===== src/hw/rtl/crl_pkg.sv =====
// Package for the cursor ring list core: request and result structs, codes and FSM states.
// No dependencies; used by the core, its checker and the testbench.
`timescale 1ns / 1ps

package crl_pkg;

  localparam logic [2:0] REQ_INSERT  = 3'd0;
  localparam logic [2:0] REQ_REMOVE  = 3'd1;
  localparam logic [2:0] REQ_FORWARD = 3'd2;
  localparam logic [2:0] REQ_BACK    = 3'd3;
  localparam logic [2:0] REQ_READ    = 3'd4;

  localparam logic [1:0] ST_DONE  = 2'd0;
  localparam logic [1:0] ST_EMPTY = 2'd1;
  localparam logic [1:0] ST_FULL  = 2'd2;

  typedef struct packed {
    logic [2:0]  req_type;
    logic [15:0] entry_data;
  } in_req_t;

  typedef struct packed {
    logic [15:0] current_data;
    logic        current_valid;
    logic [6:0]  entry_count;
    logic [1:0]  status;
  } out_rsp_t;

  typedef enum logic [1:0] {
    S_IDLE,
    S_EXEC,
    S_LINK,
    S_FETCH
  } state_t;

endpackage


===== src/hw/rtl/cursor_ring_list_core.sv =====
// Cursor ring list core: a bounded doubly linked ring of entries with a cursor.
// Depends on crl_pkg for the request/result structs, codes and FSM states.
`timescale 1ns / 1ps

// Channel   Ports                          Handshake
// request   start, busy, in_req            taken when start is high and busy is low
// result    out_valid, out_rsp             one-cycle strobe, cannot be held off
//
// The result strobe follows the EXEC, LINK and FETCH states of an accepted request, and
// the next request may be taken at the edge that ends the strobe cycle, so a new request
// is taken only after the result of the last one. The state sequence is set by the
// single write port of the link memories (an insert rewrites two next and two previous
// links) and by the registered read of the payload at the new cursor.
// Reset empties the list: slots are handed out by a high-water mark and a stack of
// freed slots, so no memory needs clearing.

module cursor_ring_list_core #(
  parameter int CAPACITY   = 64,
  parameter int DATA_WIDTH = 16
) (
  input  logic              clk,
  input  logic              rst_n,
  input  logic              start,
  output logic              busy,
  input  crl_pkg::in_req_t  in_req,
  output logic              out_valid,
  output crl_pkg::out_rsp_t out_rsp
);

  import crl_pkg::*;

  localparam int AW = (CAPACITY > 1) ? $clog2(CAPACITY) : 1;
  localparam int CW = $clog2(CAPACITY + 1);

  // Link, payload and free-slot memories.
  logic [AW-1:0]         next_mem [CAPACITY];
  logic [AW-1:0]         prev_mem [CAPACITY];
  logic [DATA_WIDTH-1:0] data_mem [CAPACITY];
  logic [AW-1:0]         free_mem [CAPACITY];

  logic [AW-1:0]         next_rd_r;
  logic [AW-1:0]         prev_rd_r;
  logic [DATA_WIDTH-1:0] data_rd_r;
  logic [AW-1:0]         free_rd_r;

  state_t                state_r, state_nxt;
  logic [AW-1:0]         cursor_r, cursor_nxt;
  logic [CW-1:0]         count_r, count_nxt;
  logic [CW-1:0]         ftop_r, ftop_nxt;
  logic [CW-1:0]         hwm_r, hwm_nxt;
  logic                  out_valid_r, out_valid_nxt;

  logic [2:0]            req_r;
  logic [15:0]           din_r;
  logic [1:0]            status_r, status_nxt;
  logic [AW-1:0]         after_r, after_nxt;
  logic [AW-1:0]         oldc_r, oldc_nxt;
  logic                  link2_r, link2_nxt;
  out_rsp_t              rsp_r, rsp_nxt;

  logic                  next_we;
  logic [AW-1:0]         next_wa, next_wd;
  logic                  prev_we;
  logic [AW-1:0]         prev_wa, prev_wd;
  logic                  data_we;
  logic [AW-1:0]         data_wa;
  logic                  free_we;
  logic [AW-1:0]         free_wa, free_wd;

  logic [AW-1:0]         slot;
  logic [AW-1:0]         free_ra;
  logic [CW-1:0]         ftop_dec;
  logic [DATA_WIDTH+15:0] din_ext;
  logic [DATA_WIDTH+15:0] dout_ext;
  logic [CW+6:0]         count_ext;
  logic [DATA_WIDTH-1:0] data_wd;

  assign ftop_dec  = ftop_r - CW'(1);
  assign free_ra   = ftop_dec[AW-1:0];
  // A freed slot is reused first; otherwise the next never-used slot is taken.
  assign slot      = (ftop_r != '0) ? free_rd_r : hwm_r[AW-1:0];
  assign din_ext   = {{DATA_WIDTH{1'b0}}, din_r};
  assign data_wd   = din_ext[DATA_WIDTH-1:0];
  assign dout_ext  = {16'b0, data_rd_r};
  assign count_ext = {7'b0, count_nxt};

  assign busy      = (state_r != S_IDLE);
  assign out_valid = out_valid_r;
  assign out_rsp   = rsp_r;

  // Memories: one write and one registered read each per cycle.
  always_ff @(posedge clk) begin
    if (next_we) begin
      next_mem[next_wa] <= next_wd;
    end
    if (prev_we) begin
      prev_mem[prev_wa] <= prev_wd;
    end
    if (data_we) begin
      data_mem[data_wa] <= data_wd;
    end
    if (free_we) begin
      free_mem[free_wa] <= free_wd;
    end
    next_rd_r <= next_mem[cursor_r];
    prev_rd_r <= prev_mem[cursor_r];
    data_rd_r <= data_mem[cursor_r];
    free_rd_r <= free_mem[free_ra];
  end

  always_ff @(posedge clk) begin
    if (!rst_n) begin
      state_r     <= S_IDLE;
      cursor_r    <= '0;
      count_r     <= '0;
      ftop_r      <= '0;
      hwm_r       <= '0;
      out_valid_r <= 1'b0;
      link2_r     <= 1'b0;
    end else begin
      state_r     <= state_nxt;
      cursor_r    <= cursor_nxt;
      count_r     <= count_nxt;
      ftop_r      <= ftop_nxt;
      hwm_r       <= hwm_nxt;
      out_valid_r <= out_valid_nxt;
      link2_r     <= link2_nxt;
    end
  end

  always_ff @(posedge clk) begin
    if (state_r == S_IDLE && start) begin
      req_r <= in_req.req_type;
      din_r <= in_req.entry_data;
    end
    status_r <= status_nxt;
    after_r  <= after_nxt;
    oldc_r   <= oldc_nxt;
    rsp_r    <= rsp_nxt;
  end

  always_comb begin
    state_nxt     = state_r;
    cursor_nxt    = cursor_r;
    count_nxt     = count_r;
    ftop_nxt      = ftop_r;
    hwm_nxt       = hwm_r;
    out_valid_nxt = 1'b0;
    link2_nxt     = link2_r;
    status_nxt    = status_r;
    after_nxt     = after_r;
    oldc_nxt      = oldc_r;
    rsp_nxt       = rsp_r;
    next_we       = 1'b0;
    next_wa       = slot;
    next_wd       = slot;
    prev_we       = 1'b0;
    prev_wa       = slot;
    prev_wd       = slot;
    data_we       = 1'b0;
    data_wa       = slot;
    free_we       = 1'b0;
    free_wa       = ftop_r[AW-1:0];
    free_wd       = cursor_r;

    unique case (state_r)
      S_IDLE: begin
        if (start) begin
          state_nxt = S_EXEC;
        end
      end

      S_EXEC: begin
        state_nxt  = S_LINK;
        status_nxt = ST_DONE;
        link2_nxt  = 1'b0;
        after_nxt  = next_rd_r;
        oldc_nxt   = cursor_r;
        unique case (req_r)
          REQ_INSERT: begin
            if (count_r == CW'(CAPACITY)) begin
              status_nxt = ST_FULL;
            end else begin
              data_we    = 1'b1;
              next_we    = 1'b1;
              prev_we    = 1'b1;
              if (count_r != '0) begin
                // New slot sits between the cursor and its successor; the two
                // neighbor links are patched in the following cycle.
                next_wd   = next_rd_r;
                prev_wd   = cursor_r;
                link2_nxt = 1'b1;
              end
              if (ftop_r != '0) begin
                ftop_nxt = ftop_dec;
              end else begin
                hwm_nxt = hwm_r + CW'(1);
              end
              cursor_nxt = slot;
              count_nxt  = count_r + CW'(1);
            end
          end
          REQ_REMOVE: begin
            if (count_r == '0) begin
              status_nxt = ST_EMPTY;
            end else begin
              free_we    = 1'b1;
              ftop_nxt   = ftop_r + CW'(1);
              count_nxt  = count_r - CW'(1);
              if (count_r == CW'(1)) begin
                cursor_nxt = '0;
              end else begin
                next_we    = 1'b1;
                next_wa    = prev_rd_r;
                next_wd    = next_rd_r;
                prev_we    = 1'b1;
                prev_wa    = next_rd_r;
                prev_wd    = prev_rd_r;
                cursor_nxt = next_rd_r;
              end
            end
          end
          REQ_FORWARD: begin
            if (count_r == '0) begin
              status_nxt = ST_EMPTY;
            end else begin
              cursor_nxt = next_rd_r;
            end
          end
          REQ_BACK: begin
            if (count_r == '0) begin
              status_nxt = ST_EMPTY;
            end else begin
              cursor_nxt = prev_rd_r;
            end
          end
          default: begin
            // Read only, and the unused codes behave the same way.
          end
        endcase
      end

      S_LINK: begin
        state_nxt = S_FETCH;
        if (link2_r) begin
          prev_we = 1'b1;
          prev_wa = after_r;
          prev_wd = cursor_r;
          next_we = 1'b1;
          next_wa = oldc_r;
          next_wd = cursor_r;
        end
      end

      S_FETCH: begin
        state_nxt                 = S_IDLE;
        out_valid_nxt             = 1'b1;
        rsp_nxt.current_data      = (count_r != '0) ? dout_ext[15:0] : 16'd0;
        rsp_nxt.current_valid     = (count_r != '0);
        rsp_nxt.entry_count       = count_ext[6:0];
        rsp_nxt.status            = status_r;
      end

      default: begin
        state_nxt = S_IDLE;
      end
    endcase
  end

endmodule


===== config.mk =====
export PLATFORM = sky130hd
export DESIGN_NAME = cursor_ring_list_core
export DESIGN_NICKNAME = d
export VERILOG_FILES = /design/src/hw/rtl/crl_pkg.sv /design/src/hw/rtl/cursor_ring_list_core.sv
export SDC_FILE = /design/constraint.sdc
export NUM_CORES = 2
export LEC_CHECK = 0
export ABC_CLOCK_PERIOD_IN_PS = 6600
export BUFFER_PORTS_ARGS = -buffer_cell sky130_fd_sc_hd__buf_2
export CORE_MARGIN = 2
export CORE_UTILIZATION = 55
export DETAILED_ROUTE_END_ITERATION = 16
export GPL_ROUTABILITY_DRIVEN = 1
export PLACE_DENSITY = 0.73
export SYNTH_ARGS = -nofsm -noshare
export SYNTH_HDL_FRONTEND = slang
export SYNTH_SLANG_ARGS = --single-unit

===== constraint.sdc =====
create_clock -name clk -period 6.6 [get_ports clk]
set_input_delay 0.33 -clock clk [delete_from_list [all_inputs] [get_ports clk]]
set_output_delay 0.33 -clock clk [all_outputs]
set_load 0.05 [all_outputs]

==> out/results.md <==
| Result | Value |
|---|---|
| Setup repair after global routing missed its margin | no |
| Clk Tree Root Cell | sky130_fd_sc_hd__clkbuf_16 |
| Rel. slew slack | 16.1% |
| Peak clock frequency supported by timing | 202 MHz |
| Commonest cells after routing, fill and taps aside | sky130_fd_sc_hd__edfxtp_1 (2,235), sky130_fd_sc_hd__mux4_2 (680), sky130_fd_sc_hd__clkbuf_16 (219), sky130_fd_sc_hd__nand2_1 (113), sky130_fd_sc_hd__nor3_1 (112) |
| Max Root-Sink Buffers | 3 |
| Top cells by area in the synthesized netlist | sky130_fd_sc_hd__edfxtp_1 (75%), sky130_fd_sc_hd__mux4_2 (17%), sky130_fd_sc_hd__dfxtp_1 (1.4%) |
| Final count of pins violating max slew | 0 |
| Die footprint | 166,000 µm² |
| Maximum number of pins on one net before global-route repair | 116 |
| Total Routing Usage GR | 24.8% |
| H-tree depth reported by CTS | 4 |
| Die W | 408 µm |
| Avg WL per Cell | 31.2 µm |
| Number of buffer and inverter instances along the worst setup path | 2 |
| Number of setup violations in the final report | 0 |
| Syn avg cell area | 22.0 µm² |
| Synth warnings | 0 |
| Maximum vdd drop | 378 µV |
| Tcrit/Tclk final | 74.9% |
| Initial DRT Pass Iterations | 5 |
| Antenna violation net count after detailed routing | 0 |
| Count of endpoints failing hold in the final timing report | 0 |
| Highest routed metal layer | met5 |
| Number of vias after detailed routing | 42,968 |
| Clock buffers created by TritonCTS | 217 |
| TritonCTS clock tree | yes |
| Effective utilization at floorplan | 55.2% |
| Filler-free cell count of the finished design | 6,564 |
| Met3 routed wirelength | 19,900 µm |
| Synthesis-to-layout area growth | 11.5% |
| Endpoint kind of the worst setup timing path | flop |
| Clock sink total | 2,299 |
| Crit path time final | 4.94 ns |
| Worst EP arrival | 5.38 ns |
| Global-route wire length before repair | 300,000 µm |
| Die Height | 408 µm |
| Static Leakage | 29.9 nW |
| Routed length on met1 | 79,400 µm |
| Result of the run | finished, final reports clean |
| Clock transition time at the flip-flop clock pins of the worst setup and hold paths | 0.06 ns |
| Residual DRC | 0 |
| Detailed Place HPWL | 120,000 µm |
| Most common cell after layout, fill and taps aside | sky130_fd_sc_hd__edfxtp_1 |
| Fin Clk Skew | 0.0483 ns |
| Fin nets | 4,239 |
| Final core area utilization | 61.6% |
| Proportion of layout cells with a drive suffix above 1 | 28.4% |
| Number of input and output port buffers inserted | 49 |
| Starting DRT DRC Count | 5,758 |
| Placed cell count | 6,141 |
| Maximum fanout along the worst path | 16 |
| Power per standard cell area | 360 nW/µm² |
| Final weighted congestion of routability-driven global placement | 0.926 |
| Share of flip-flops with an asynchronous set or reset after synthesis | 0% |
| Delay contributed by the slowest stage of the critical path | 1.12 ns |
| Average via count per standard cell | 6.55 |
| Cell taking the most area after synthesis | sky130_fd_sc_hd__edfxtp_1 |
| Cell variety after synth | 73 |
| Share of synthesized area occupied by flip-flops and latches | 76.3% |
| Measured slew at the worst slew-check pin | 1.25 ns |
| Number of maximum-capacitance constraint violations | 0 |
| Most frequently used flop master after synthesis | sky130_fd_sc_hd__edfxtp_1 |
| Wire length on met2 | 99,700 µm |
| Gate family responsible for the most delay along the worst path | simple AND/OR/NAND/NOR gates |
| Area of the mapped netlist | 89,600 µm² |
| Number of flops mapped to enable cells by yosys | 2,235 |
| Total Wirelength | 205,000 µm |
| Number of antenna violations at the first check in global routing | 6 |
| Total gr overflow | 0 |
| Net count after synthesis | 4,114 |
| Boundary pin count | 50 |
| Via count of the first global-routing pass | 42,773 |
| Share of Yosys cell area claimed by the top area cell type | 74.9% |
| Summed negative setup slack over all endpoints | 0 ns |
| Critical Path Slowest Stage Cell | sky130_fd_sc_hd__nor4_1 |
| Number of placement rows | 148 |
| Clock Latency Late Sink | 0.86 ns |
| Floorplan core area | 162,000 µm² |
| Worst setup path class | reg2reg |
| Critical path required time | 7.04 ns |
| Cells along the critical path | inv_1, ha_1, inv_1, a21oi_1, a21oi_1, a221oi_2, nand2_1, nor4_1 |
| Worst setup SP type | flop |
| Number of register bits inferred by synthesis | 2,299 |
| Kind of path behind the tightest hold check | in2reg |
| Count of mapped cells out of synthesis | 4,081 |
power by group:
part	switching [W]	leakage (nW)	total [W]	internal (W)
clock	0.00538	3.44	0.0123	0.00687
sequential	0.000299	20.8	0.0175	0.0172
combinational	0.00408	5.70	0.00616	0.00208
kinds of logic (layout without fill, tap and decap cells):
| kind of cell | Yosys count | in the layout | synth area share [%] |
|---|---|---|---|
| AND/OR/NAND/NOR | 567 | 567 | 3.09 |
| flip-flops | 2299 | 2299 | 76.3 |
| XOR/XNOR | 20 | 20 | 0.196 |
| multiplexers | 681 | 681 | 17.1 |
| adder cells (fa/ha/maj) | 11 | 11 | 0.154 |
| buffers and inverters | 256 | 563 | 1.15 |
| AO/OA/AOI/OAI | 247 | 247 | 1.96 |
| other | 0 | 1 | 0 |
path summary, 6_finish.rpt:
check | startpoint | end | slack (ns) | depth (start not counted)
max | state_r[0]$_SDFFE_PN0P_ | prev_mem[0][0]$_DFFE_PP_ | 1.66 | 8
min | start | state_r[1]$_SDFFE_PN0P_ | 0.11 | 5
max reg2reg | state_r[0]$_SDFFE_PN0P_ | prev_mem[0][0]$_DFFE_PP_ | 1.66 | 8
min reg2reg | status_r[1]$_DFFE_PP_ | out_rsp[1]$_DFFE_PP_ | 0.43 | 0
routing by layer:
| metal | vias up | global-route usage [%] |
|---|---|---|
| met2 | 2364 | 39.3 |
| met3 | 335 | 4.85 |
| met4 | 2 | 7.42 |
| met1 | 22725 | 35.7 |
| li1 | 17542 | - |
| met5 | - | 0 |
worst reg2reg max path, stage by stage (launching register included):
cell and delay, ns:
sky130_fd_sc_hd__dfxtp_1 0.38, sky130_fd_sc_hd__inv_1 0.10, sky130_fd_sc_hd__ha_1 0.64, sky130_fd_sc_hd__inv_1 0.26, sky130_fd_sc_hd__a21oi_1 0.56, sky130_fd_sc_hd__a21oi_1 0.22, sky130_fd_sc_hd__a221oi_2 0.59, sky130_fd_sc_hd__nand2_1 0.64
sky130_fd_sc_hd__nor4_1 1.13
timing repair:
item                                   4_1_cts  5_1_grt
hold buffers                                21        0
resized for setup                            0        0
setup buffers                                0        0
endpoints found under the hold margin       48        0
cells in the mapped netlist, types with 5 or more instances:
library cell,instances
sky130_fd_sc_hd__a21oi_1,37
sky130_fd_sc_hd__a222oi_1,5
sky130_fd_sc_hd__a22oi_1,74
sky130_fd_sc_hd__a31oi_1,12
sky130_fd_sc_hd__and2_1,43
sky130_fd_sc_hd__buf_1,51
sky130_fd_sc_hd__buf_2,28
sky130_fd_sc_hd__clkbuf_1,156
sky130_fd_sc_hd__dfxtp_1,64
sky130_fd_sc_hd__edfxtp_1,2235
sky130_fd_sc_hd__ha_1,11
sky130_fd_sc_hd__inv_1,17
sky130_fd_sc_hd__mux4_2,680
sky130_fd_sc_hd__nand2_1,113
sky130_fd_sc_hd__nand2b_1,6
sky130_fd_sc_hd__nand3_1,50
sky130_fd_sc_hd__nand4_1,6
sky130_fd_sc_hd__nor2_1,160
sky130_fd_sc_hd__nor3_1,112
sky130_fd_sc_hd__nor3_2,11
sky130_fd_sc_hd__nor4_1,20
sky130_fd_sc_hd__o211ai_1,16
sky130_fd_sc_hd__o21a_1,13
sky130_fd_sc_hd__o21ai_0,36
sky130_fd_sc_hd__o21ai_1,6
sky130_fd_sc_hd__o31ai_1,6
sky130_fd_sc_hd__or2_2,5
sky130_fd_sc_hd__or3_1,14
sky130_fd_sc_hd__xnor2_1,14
sky130_fd_sc_hd__xor2_1,6
per-stage QoR:
| step | power [W] | setup slack (ns) | hold WS [ns] | cell area, µm² |
|---|---|---|---|---|
| floorplan | 0.0215 | 1.14 | 0.400 | 89600 |
| global placement | 0.0239 | 1.94 | 0.413 | 92600 |
| detailed placement | 0.0239 | 1.74 | 0.414 | 92600 |
| CTS | 0.0361 | 1.73 | 0.0642 | 99800 |
| global route | 0.0370 | 1.45 | 0.127 | 99800 |
| finish | 0.0359 | 1.66 | 0.106 | 99800 |
sequential cells by signal (all words and copies together) (netlist names), 7 cells and up:
signal,count
count_r,7
data_wd,16
free_mem,384
ftop_r,7
data_mem,1024
out_rsp,26
prev_mem,384
next_mem,384
data_rd_r,16
final cells by class:
type / count / area, µm²
clock buffers: 265 / 5730
well taps: 2175 / 2720
diodes: 1 / 2.50
multi-input cells: 1526 / 20500
repair buffers: 145 / 1120
fillers: 10792 / 62400
flip-flops and latches: 2299 / 68400
clock inverters: 136 / 1320
inverters: 17 / 63.8
Power figures use the tool's default switching activity.
